<file path="src/design/hud_pkg.sv">
// Shared types and constants for the HCI UART packet deframer.
package hud_pkg;

   localparam int unsigned BYTE_W = 8;
   localparam int unsigned LEN_W = 16;
   localparam int unsigned HCNT_W = 2;

   localparam logic [BYTE_W-1:0] TYPE_ACL = 8'h02;
   localparam logic [BYTE_W-1:0] TYPE_EVENT = 8'h04;

   localparam logic [HCNT_W-1:0] EVT_HDR_LAST = 2'd1;
   localparam logic [HCNT_W-1:0] ACL_HDR_LAST = 2'd3;
   localparam logic [HCNT_W-1:0] EVT_LEN_POS = 2'd1;
   localparam logic [HCNT_W-1:0] ACL_LEN_LO_POS = 2'd2;
   localparam logic [HCNT_W-1:0] ACL_LEN_HI_POS = 2'd3;

   localparam logic KIND_EVENT = 1'b0;
   localparam logic KIND_ACL = 1'b1;

   typedef enum logic [4:0] {
      PH_TYPE    = 5'b00001,
      PH_EVT_HDR = 5'b00010,
      PH_EVT_PAR = 5'b00100,
      PH_ACL_HDR = 5'b01000,
      PH_ACL_DAT = 5'b10000
   } phase_type;

   typedef struct packed {
      logic [BYTE_W-1:0] out_byte;
      logic              packet_kind;
      logic              is_header;
      logic              end_of_packet;
   } rsp_type;

endpackage

</file>
<file path="src/design/hud_if.sv">
// Request and response channel interfaces for the HCI UART packet deframer.
interface hud_req_if import hud_pkg::*; ();
   logic              valid;
   logic              ready;
   logic [BYTE_W-1:0] rx_byte;

   modport source (output valid, output rx_byte, input ready);
   modport sink (input valid, input rx_byte, output ready);
endinterface

interface hud_rsp_if import hud_pkg::*; ();
   logic              valid;
   logic              ready;
   logic [BYTE_W-1:0] out_byte;
   logic              packet_kind;
   logic              is_header;
   logic              end_of_packet;

   modport source (output valid, output out_byte, output packet_kind, output is_header,
                   output end_of_packet, input ready);
   modport sink (input valid, input out_byte, input packet_kind, input is_header,
                 input end_of_packet, output ready);
endinterface

</file>
<file path="src/design/hci_uart_packet_deframer_unit.sv">
// HCI UART packet deframer: splits an H4 byte stream into tagged packet bytes.
// Takes one received byte per request and passes on every header and payload
// byte of event (type 0x04) and ACL (type 0x02) packets, tagged with packet
// kind, header flag and end of packet; type bytes and unknown type bytes give
// no response. A request is accepted every cycle while the skid entry is empty;
// the parse state and counters update in the accepting cycle and the response
// goes to the output register, or to the one skid entry behind it if that is
// full; a stalled consumer stops requests only once both are full.
module hci_uart_packet_deframer_unit import hud_pkg::*; (
   input  logic        clock,
   input  logic        reset,
   hud_req_if.sink     req_if,
   hud_rsp_if.source   rsp_if
);

   phase_type         phase_ff, phase_in;
   logic [HCNT_W-1:0] hcnt_ff, hcnt_in;
   logic [LEN_W-1:0]  pcnt_ff, pcnt_in;
   logic [LEN_W-1:0]  plen_ff, plen_in;

   rsp_type           out_ff, out_in;
   logic              out_valid_ff, out_valid_in;
   rsp_type           skid_ff, skid_in;
   logic              skid_valid_ff, skid_valid_in;

   logic              accept;
   logic              produce;
   rsp_type           result;
   logic [LEN_W-1:0]  len_new;
   logic [LEN_W-1:0]  pcnt_new;
   logic              kind;
   logic              hdr_last;
   logic              out_free;

   assign req_if.ready = !skid_valid_ff;
   assign accept = req_if.valid && req_if.ready;

   always_comb begin
      phase_in = phase_ff;
      hcnt_in = hcnt_ff;
      pcnt_in = pcnt_ff;
      plen_in = plen_ff;
      produce = 1'b0;
      kind = (phase_ff inside {PH_ACL_HDR, PH_ACL_DAT}) ? KIND_ACL : KIND_EVENT;
      result.out_byte = req_if.rx_byte;
      result.packet_kind = kind;
      result.is_header = 1'b0;
      result.end_of_packet = 1'b0;
      len_new = plen_ff;
      pcnt_new = pcnt_ff + LEN_W'(1);
      hdr_last = 1'b0;
      case (phase_ff)
         PH_TYPE: begin
            hcnt_in = '0;
            pcnt_in = '0;
            plen_in = '0;
            if (req_if.rx_byte == TYPE_ACL) begin
               phase_in = PH_ACL_HDR;
            end else if (req_if.rx_byte == TYPE_EVENT) begin
               phase_in = PH_EVT_HDR;
            end
         end
         PH_EVT_HDR, PH_ACL_HDR: begin
            produce = 1'b1;
            result.is_header = 1'b1;
            if (kind == KIND_ACL) begin
               if (hcnt_ff == ACL_LEN_LO_POS) begin
                  len_new = {plen_ff[LEN_W-1:BYTE_W], req_if.rx_byte};
               end else if (hcnt_ff == ACL_LEN_HI_POS) begin
                  len_new = {req_if.rx_byte, plen_ff[BYTE_W-1:0]};
               end
               hdr_last = (hcnt_ff == ACL_HDR_LAST);
            end else begin
               if (hcnt_ff == EVT_LEN_POS) begin
                  len_new = LEN_W'(req_if.rx_byte);
               end
               hdr_last = (hcnt_ff == EVT_HDR_LAST);
            end
            plen_in = len_new;
            hcnt_in = hcnt_ff + HCNT_W'(1);
            if (hdr_last) begin
               hcnt_in = '0;
               pcnt_in = '0;
               if (len_new == '0) begin
                  result.end_of_packet = 1'b1;
                  phase_in = PH_TYPE;
                  plen_in = '0;
               end else begin
                  phase_in = (kind == KIND_ACL) ? PH_ACL_DAT : PH_EVT_PAR;
               end
            end
         end
         PH_EVT_PAR, PH_ACL_DAT: begin
            produce = 1'b1;
            pcnt_in = pcnt_new;
            if (pcnt_new == plen_ff) begin
               result.end_of_packet = 1'b1;
               phase_in = PH_TYPE;
               hcnt_in = '0;
               pcnt_in = '0;
               plen_in = '0;
            end
         end
         default: begin
            phase_in = PH_TYPE;
            hcnt_in = '0;
            pcnt_in = '0;
            plen_in = '0;
         end
      endcase
   end

   // Output register with one skid entry behind it.
   assign out_free = !out_valid_ff || rsp_if.ready;

   always_comb begin
      out_in = out_ff;
      out_valid_in = out_valid_ff;
      skid_in = skid_ff;
      skid_valid_in = skid_valid_ff;
      if (out_free) begin
         if (skid_valid_ff) begin
            out_in = skid_ff;
            out_valid_in = 1'b1;
            skid_valid_in = 1'b0;
         end else begin
            out_in = result;
            out_valid_in = accept && produce;
         end
      end else if (accept && produce) begin
         skid_in = result;
         skid_valid_in = 1'b1;
      end
   end

   always_ff @(posedge clock) begin
      if (reset) begin
         phase_ff <= PH_TYPE;
         hcnt_ff <= '0;
         pcnt_ff <= '0;
         plen_ff <= '0;
         out_valid_ff <= 1'b0;
         skid_valid_ff <= 1'b0;
      end else begin
         if (accept) begin
            phase_ff <= phase_in;
            hcnt_ff <= hcnt_in;
            pcnt_ff <= pcnt_in;
            plen_ff <= plen_in;
         end
         out_valid_ff <= out_valid_in;
         skid_valid_ff <= skid_valid_in;
      end
   end

   always_ff @(posedge clock) begin
      out_ff <= out_in;
      skid_ff <= skid_in;
   end

   assign rsp_if.valid = out_valid_ff;
   assign rsp_if.out_byte = out_ff.out_byte;
   assign rsp_if.packet_kind = out_ff.packet_kind;
   assign rsp_if.is_header = out_ff.is_header;
   assign rsp_if.end_of_packet = out_ff.end_of_packet;

endmodule

</file>
<file path="src/flat_wrapper.sv">
// flat-port wrapper written by rule: the top's interface ports become plain ports
module hci_uart_packet_deframer_unit_flat import hud_pkg::*;
  (clock, reset, req_if_valid, req_if_rx_byte, req_if_ready, rsp_if_valid, rsp_if_out_byte, rsp_if_packet_kind, rsp_if_is_header, rsp_if_end_of_packet, rsp_if_ready);
  hud_req_if req_if_i ();
  hud_rsp_if rsp_if_i ();
  input  logic clock;
  input  logic reset;
  input wire logic [$bits(req_if_i.valid)-1:0] req_if_valid;
  input wire logic [$bits(req_if_i.rx_byte)-1:0] req_if_rx_byte;
  output wire logic [$bits(req_if_i.ready)-1:0] req_if_ready;
  output wire logic [$bits(rsp_if_i.valid)-1:0] rsp_if_valid;
  output wire logic [$bits(rsp_if_i.out_byte)-1:0] rsp_if_out_byte;
  output wire logic [$bits(rsp_if_i.packet_kind)-1:0] rsp_if_packet_kind;
  output wire logic [$bits(rsp_if_i.is_header)-1:0] rsp_if_is_header;
  output wire logic [$bits(rsp_if_i.end_of_packet)-1:0] rsp_if_end_of_packet;
  input wire logic [$bits(rsp_if_i.ready)-1:0] rsp_if_ready;
  assign req_if_i.valid = req_if_valid;
  assign req_if_i.rx_byte = req_if_rx_byte;
  assign req_if_ready = req_if_i.ready;
  assign rsp_if_valid = rsp_if_i.valid;
  assign rsp_if_out_byte = rsp_if_i.out_byte;
  assign rsp_if_packet_kind = rsp_if_i.packet_kind;
  assign rsp_if_is_header = rsp_if_i.is_header;
  assign rsp_if_end_of_packet = rsp_if_i.end_of_packet;
  assign rsp_if_i.ready = rsp_if_ready;
  hci_uart_packet_deframer_unit u_core (.clock(clock), .reset(reset), .req_if(req_if_i), .rsp_if(rsp_if_i));
endmodule
</file>
<file path="config.mk">
export PLATFORM = sky130hd
export DESIGN_NAME = hci_uart_packet_deframer_unit_flat
export DESIGN_NICKNAME = d
export VERILOG_FILES = /design/src/design/hud_pkg.sv /design/src/design/hud_if.sv /design/src/design/hci_uart_packet_deframer_unit.sv /design/src/flat_wrapper.sv
export SDC_FILE = /design/constraint.sdc
export NUM_CORES = 1
export LEC_CHECK = 0
export BUFFER_PORTS_ARGS = -buffer_cell sky130_fd_sc_hd__buf_2
export CAP_MARGIN = 30
export CORE_MARGIN = 1
export CORE_UTILIZATION = 35
export CTS_CLUSTER_SIZE = 10
export DETAILED_ROUTE_END_ITERATION = 16
export PLACE_DENSITY_LB_ADDON = 0.25
export SYNTH_ARGS = -nofsm -noshare
export SYNTH_HDL_FRONTEND = slang
export SYNTH_SLANG_ARGS = --single-unit
export TNS_END_PERCENT = 20
</file>
<file path="constraint.sdc">
create_clock -name clock -period 3.6 [get_ports clock]
set_input_delay 0.18 -clock clock [delete_from_list [all_inputs] [get_ports clock]]
set_output_delay 0.18 -clock clock [all_outputs]
set_load 0.01 [all_outputs]
</file>
======== Word-level counts from Yosys, hierarchy flattened ========
Index checks and enable logic that the tools add are counted.
word-level totals
  output and inout bits ................... 13
  flip-flop bits (word level) ............. 63
  bits of input ports ..................... 12
cells by class
  reductions and logical operators ........ 15
  equality and inequality tests ........... 14
  bitwise logic cells ..................... 1
  mux-type cells .......................... 33
  add/subtract/negate cells ............... 2
operators by type and width
  cell                                                  count
  2-to-1 mux 16 bit                                     10
  case mux 16 bit (2 select lines)                      2
  2-to-1 mux 5 bit                                      6
  adder 16 x 1 -> 16 bit (second input constant)        1
  equality test 16 bit                                  1
  logical NOT 16 bit                                    1
  case mux 5 bit (3 select lines)                       1
  2-to-1 mux 11 bit                                     1
  2-to-1 mux 1 bit                                      9
  equality test 8 x 2 -> 1 bit (second input constant)  1
  equality test 8 x 3 -> 1 bit (second input constant)  1
  AND reduction 2 bit                                   3
  OR reduction 2 bit                                    3
  equality test 5 x 1 -> 1 bit (second input constant)  1
  equality test 5 x 2 -> 1 bit (second input constant)  1
  equality test 5 x 3 -> 1 bit (second input constant)  1
  equality test 5 x 4 -> 1 bit (second input constant)  1
  equality test 5 bit (second input constant)           1
  equality test 2 bit (second input constant)           2
  2-to-1 mux 2 bit                                      2
  != test 2 x 1 -> 1 bit (second input constant)        2
  case mux 2 bit (2 select lines)                       1
  AND reduction 4 bit                                   1
  OR reduction 4 bit                                    1
  9 further kinds                                       11

======== Longest topological paths before layout ========
  word-level depth ........................ 10
  mapped depth ............................ 11

======== Least setup slack after synthesis ========
OpenSTA, ideal clock, no wires.
  kind .................................... reg2reg
  start ................................... reg u_core.pcnt_ff[0]
  end ..................................... reg u_core.plen_ff[0]
  path buffers ............................ 1
  data arrival time ....................... 2761 ps
  cell stages (with the launch flop) ...... 11
  setup time .............................. 117 ps
  slack ................................... 722 ps
  clock period less this slack ............ 2878 ps
  cell sequence ........................... dfxtp_1 > ha_1 > nand3_2 > buf_6 > nor4_1 > xnor2_1 > o21ai_0 > nor4_4 > nor2_4 > o31a_4 > a22o_1
on the way
  word-level cells in the longest chain between the ends .. 4
RTL lines
  what                              line                                  text
  start: declaration                hci_uart_packet_deframer_unit.sv:18   logic [LEN_W-1:0] pcnt_ff, pcnt_in;
  start signal: assignment          hci_uart_packet_deframer_unit.sv:148  pcnt_ff <= pcnt_in;
  adder 16 x 1 -> 16 bit            hci_uart_packet_deframer_unit.sv:50   pcnt_new = pcnt_ff + LEN_W'(1);
  equality test 16 bit              hci_uart_packet_deframer_unit.sv:96   if (pcnt_new == plen_ff) begin
  != test 2 x 1 -> 1 bit (no line)  --
  AND reduction 2 bit (no line)     --
  end signal: assignment            hci_uart_packet_deframer_unit.sv:149  plen_ff <= plen_in;
  end: declaration                  hci_uart_packet_deframer_unit.sv:19   logic [LEN_W-1:0] plen_ff, plen_in;
No other way between the ends.
A chain may end at the register's enable or synchronous reset.

======== Worst setup path in the final report ========
  start ................................... reg u_core.pcnt_ff[0]
  end ..................................... reg u_core.plen_ff[2]
Same word-level chain as after synthesis.

==> metrics list <==
- The run finished with clean final reports.
- Critical path, cell by cell: ha_1 > nand3_2 > or3_1 > a21o_1 > a21o_1 > nor4_4 > nor2_4 > o31a_4 > a22o_1
* Synth unique cells: between 60 and 70
- Maximum number of pins on one net before global-route repair: 16
- In this run, synthesis produced a sequential element count of 63.
* Gr ovfl total: 0
- The total area inside the core boundary comes to 9371 µm².
- After synthesis, the share of flip-flops with an asynchronous set or reset is 0.
- Post-placement worst setup slack: 0.2254 ns
- The first global-routing pass estimated 14.19 mm of wire.
- R2r endpoint: u_core.plen_ff[2]
- Instance area after placement: between 3000 and 4000 µm²
- In this run, post-CTS repair resized a total of 0 instances.
- Area of the mapped netlist: 3433 µm²
- Routability-driven placement finished with a final weighted congestion of 0.8963.
- Ports placed on the boundary: 25
- During placement, the flow inserted port buffers numbering 24.
- The worst setup path is captured at a flop.
* Max-slew headroom: 0.5248
- Clock period minus worst slack: around 3.3 ns
- Once routing completed, OpenROAD measured the worst setup slack at about 0.29 ns.
- For the worst-skew pair, the clock arrives at the later sink with an insertion delay of 0.35 ns.
* Antenna violations before repair: 0
* Hold buffers post-CTS: 0
* Initial core utilization: 0.3664
- The number of antenna diodes in the final layout is 0.
- Power spread over the standard cell area amounts to 355.2 nW/µm².
- Area of the die: just over 10,000 µm²
* # nets final: 383
- Clock transition at the registers of the reported paths: ~0.070 ns
- Dividing the detail-routed via count by the number of cells gives 5.509.
- In the routed design, unresolved DRC markers number 0.
* Synth-to-layout area growth: 11.59%
- During synthesis, Yosys emitted a total of 0 warnings.
* Worst Setup Path Type: flop to flop
* Max IR drop VDD: 0.0001752 V
- Number of pins with negative max-slew slack in the final report: 0
- The clock passes through at most 2 buffers.
* Floorplan row count: 35
* Via count of the first global-routing pass: roughly 2,800
* Final cell utilization of the core: 0.4088
* H-tree Lvls: 3
- Overall power after layout: 0.001361 W
- Delay of the slowest cell on the worst path: around 0.58 ns
* Layout fillers: 967
* Detailed Route Iter0 Violations: 198
- Yosys mapped a number of flops with a built-in enable equal to 22.
- Gate Count Post-Synth: 342
- Global-route usage over all layers: 0.1849
- The first detailed-routing pass ran for 4 iterations.
- Across all register-to-register paths, the minimum setup slack is 0.29 ns.
- Cell family with most CP delay: simple AND/OR/NAND/NOR gates
- Clock skew on the completed layout was measured at about 0.01 ns.
- CP Max Fanout: 11
- Summed over all failing endpoints, the final setup total negative slack is 0 ns.
- Number of cells traversed by the worst hold path: 1
- CTS tree: yes
* HPWL after detailed placement: slightly above 6 mm
- Fraction of layout cells with a size suffix above 1: 0.1989
* P_leak: 1.483 nW
- For this design, the slowest cell found on the critical path is sky130_fd_sc_hd__nor4_4.
- For this run, the top clock speed supported by timing is roughly 300 MHz.
- The most used flip-flop cell after synthesis is sky130_fd_sc_hd__dfxtp_1.
- The startpoint identified for the worst register-to-register timing path is u_core.pcnt_ff[0].
* Worst slew pin tran: 0.7129 ns
- Total nets after synthesis: 358
* Average cell area after synthesis: 10.04 µm²
* Depth of the worst register-to-register path: 9
- The path with the worst hold slack has its endpoint at u_core.skid_ff[6].
- The routed layout has 2,760 vias.
- Wires add up to 8.483 mm.
- Unrepaired setup endpoints after global routing: false
- Total of endpoints with negative setup slack in the final report: 0
- Cell area after layout: roughly 3800 µm²
- In this run the worst hold path is classified as input pin to flop.
* Clock buffer count from CTS: 9
- Setup fix buffers added after clock tree synthesis: 0
- The startpoint identified for the worst hold timing path is req_if_rx_byte[3].
* Max Cap Violations: 0
* Sequential share of the synthesized area: 0.4315
- Among the stages of the critical path, the cell type that occurs most often is sky130_fd_sc_hd__a21o_1.
- Worst EP arrival: roughly 3.6 ns
* Required time of the critical path: around 3.8 ns
- STA classifies the critical path startpoint as a flop.
- Routed length per placed instance: between 15 and 20 µm
* Number of sinks handled by clock tree synthesis: 63
* Crit path buf inv count: 0
- Die height: ~100 µm
- DIE WIDTH: 101.0 µm
* Clk root buf: sky130_fd_sc_hd__clkbuf_8
- Antenna viol nets, final: 0
- The final hold violation count came to 0.
- Period utilisation layout: 0.9191
-- Yosys cell counts (3+ instances only) --
master	instances	area share
sky130_fd_sc_hd__clkbuf_1	5	0.0055
sky130_fd_sc_hd__inv_1	9	0.0098
sky130_fd_sc_hd__nor4_4	3	0.019
sky130_fd_sc_hd__mux2i_1	3	0.0087
sky130_fd_sc_hd__nand3b_1	3	0.0066
sky130_fd_sc_hd__nor4b_1	3	0.0077
sky130_fd_sc_hd__a31oi_1	3	0.0055
sky130_fd_sc_hd__dfxtp_1	41	0.24
sky130_fd_sc_hd__and3_1	4	0.0073
sky130_fd_sc_hd__nand2_1	28	0.031
sky130_fd_sc_hd__nand2b_1	3	0.0055
sky130_fd_sc_hd__or3_1	4	0.0073
sky130_fd_sc_hd__mux2_2	9	0.030
sky130_fd_sc_hd__xnor2_1	17	0.043
sky130_fd_sc_hd__a31o_2	4	0.010
sky130_fd_sc_hd__nor4_1	6	0.011
sky130_fd_sc_hd__ha_1	4	0.015
sky130_fd_sc_hd__a21o_1	4	0.0087
sky130_fd_sc_hd__nand4_1	6	0.011
sky130_fd_sc_hd__nor2b_1	3	0.0055
sky130_fd_sc_hd__or4_1	3	0.0066
sky130_fd_sc_hd__a21oi_1	11	0.016
sky130_fd_sc_hd__o21ai_0	14	0.020
sky130_fd_sc_hd__nor3b_1	3	0.0066
sky130_fd_sc_hd__edfxtp_1	22	0.19
sky130_fd_sc_hd__a22o_1	25	0.064
sky130_fd_sc_hd__buf_4	7	0.015
sky130_fd_sc_hd__nor2_1	22	0.024
sky130_fd_sc_hd__o2111ai_1	3	0.0077
sky130_fd_sc_hd__xor2_1	8	0.020
sky130_fd_sc_hd__nor3_1	13	0.019
sky130_fd_sc_hd__nand3_1	10	0.015
sky130_fd_sc_hd__o31ai_1	3	0.0066
-- cells by family (layout without fill, tap and decap cells) --
| family | after synthesis | in the layout | synth area share |
|---|---|---|---|
| and+or+nand+nor | 131 | 131 | 0.2311 |
| adders and majority gates | 4 | 4 | 0.01458 |
| buffers and inverters | 23 | 53 | 0.03717 |
| AOI/OAI and AO/OA | 84 | 84 | 0.1837 |
| xor gates and xnor gates | 25 | 25 | 0.06378 |
| muxes | 12 | 12 | 0.03827 |
| DFF | 63 | 63 | 0.4315 |
-- metrics by stage --
| step | instances | hold WS [ns] |
|---|---|---|
| floorplan | 342 | 0.2789 |
| CTS | 501 | 0.08342 |
| finish | 501 | 0.09007 |
| global placement | 485 | 0.4404 |
| global route | 501 | 0.07811 |
| detailed placement | 485 | 0.4421 |
-- sequential cells by signal, summed over array words and instances, names as in the netlist --
| name | count |
|---|---|
| u_core.hcnt_ff | 2 |
| u_core.pcnt_ff | 16 |
| u_core.phase_ff | 5 |
| u_core.plen_ff | 16 |
| u_core.rsp_if.end_of_packet | 1 |
| u_core.rsp_if.is_header | 1 |
| u_core.rsp_if.out_byte | 8 |
| u_core.rsp_if.packet_kind | 1 |
| u_core.rsp_if.valid | 1 |
| u_core.skid_ff | 11 |
| u_core.skid_valid_ff | 1 |
-- where the power goes --
group	internal (W)	leakage (nW)	switching (W)
Clock	0.000249	0.0828	0.000297
Sequential	0.000741	0.545	0.00000499
Combinational	0.0000249	0.855	0.0000439
Total	0.00101	1.48	0.000346
-- layout by cell type, fill, tap and decap left out, types with 3 or more instances in the layout --
| cell | n |
|---|---|
| sky130_fd_sc_hd__dfxtp_1 | 41 |
| sky130_fd_sc_hd__buf_2 | 24 |
| sky130_fd_sc_hd__a31o_2 | 4 |
| sky130_fd_sc_hd__inv_1 | 9 |
| sky130_fd_sc_hd__or3_1 | 4 |
| sky130_fd_sc_hd__nand3b_1 | 3 |
| sky130_fd_sc_hd__and3_1 | 4 |
| sky130_fd_sc_hd__xnor2_1 | 17 |
| sky130_fd_sc_hd__nand4_1 | 6 |
| sky130_fd_sc_hd__nor4b_1 | 3 |
| sky130_fd_sc_hd__nor4_4 | 3 |
| sky130_fd_sc_hd__o21ai_0 | 14 |
| sky130_fd_sc_hd__a22o_1 | 25 |
| sky130_fd_sc_hd__nor2_1 | 22 |
| sky130_fd_sc_hd__ha_1 | 4 |
| sky130_fd_sc_hd__nor4_1 | 5 |
| sky130_fd_sc_hd__edfxtp_1 | 22 |
| sky130_fd_sc_hd__nand2b_1 | 3 |
| sky130_fd_sc_hd__nor3b_1 | 3 |
| sky130_fd_sc_hd__o31ai_1 | 3 |
| sky130_fd_sc_hd__o2111ai_1 | 3 |
| sky130_fd_sc_hd__buf_4 | 4 |
| sky130_fd_sc_hd__clkinv_4 | 3 |
| sky130_fd_sc_hd__mux2i_1 | 3 |
| sky130_fd_sc_hd__a31oi_1 | 3 |
| sky130_fd_sc_hd__nor2b_1 | 3 |
| sky130_fd_sc_hd__xor2_1 | 8 |
| sky130_fd_sc_hd__a21o_1 | 4 |
| sky130_fd_sc_hd__nor3_1 | 13 |
| sky130_fd_sc_hd__nand3_1 | 10 |
| sky130_fd_sc_hd__or4_1 | 3 |
| sky130_fd_sc_hd__mux2_2 | 9 |
| sky130_fd_sc_hd__a21oi_1 | 11 |
| sky130_fd_sc_hd__nand2_1 | 28 |
| sky130_fd_sc_hd__clkbuf_8 | 9 |
-- routing by layer --
metal	vias up	global-route usage	wire [µm]
li1	1341	-	-
met2	57	0.2972	4035
met4	0	0.09810	229
met5	-	0	0
met1	1346	0.2351	3911
met3	16	0.03398	307
-- worst max-delay path by stage --
stage | startpoint | endpoint | slack [ns] | cells past startpoint
floorplan | u_core.pcnt_ff[0] | u_core.plen_ff[0] | 0.72 | 10
global placement | u_core.pcnt_ff[0] | u_core.plen_ff[3] | 0.41 | 9
detailed placement | u_core.pcnt_ff[0] | u_core.plen_ff[2] | 0.23 | 9
CTS | u_core.pcnt_ff[0] | u_core.plen_ff[2] | 0.21 | 9
global route | u_core.pcnt_ff[0] | u_core.plen_ff[2] | 0.14 | 9
finish | u_core.pcnt_ff[0] | u_core.plen_ff[2] | 0.29 | 9
-- layout make-up --
type                       count  area (µm²)  area share
clock buffer                   9       123.9     0.03233
inverter                       9       33.78    0.008818
clock inverter                 7       50.05     0.01306
timing repair buffer          28       150.1     0.03919
sequential                    63        1481      0.3867
tap                          129       161.4     0.04213
multi-input combinational    256        1831      0.4778
No activity file was read; power rests on OpenSTA's default activity.
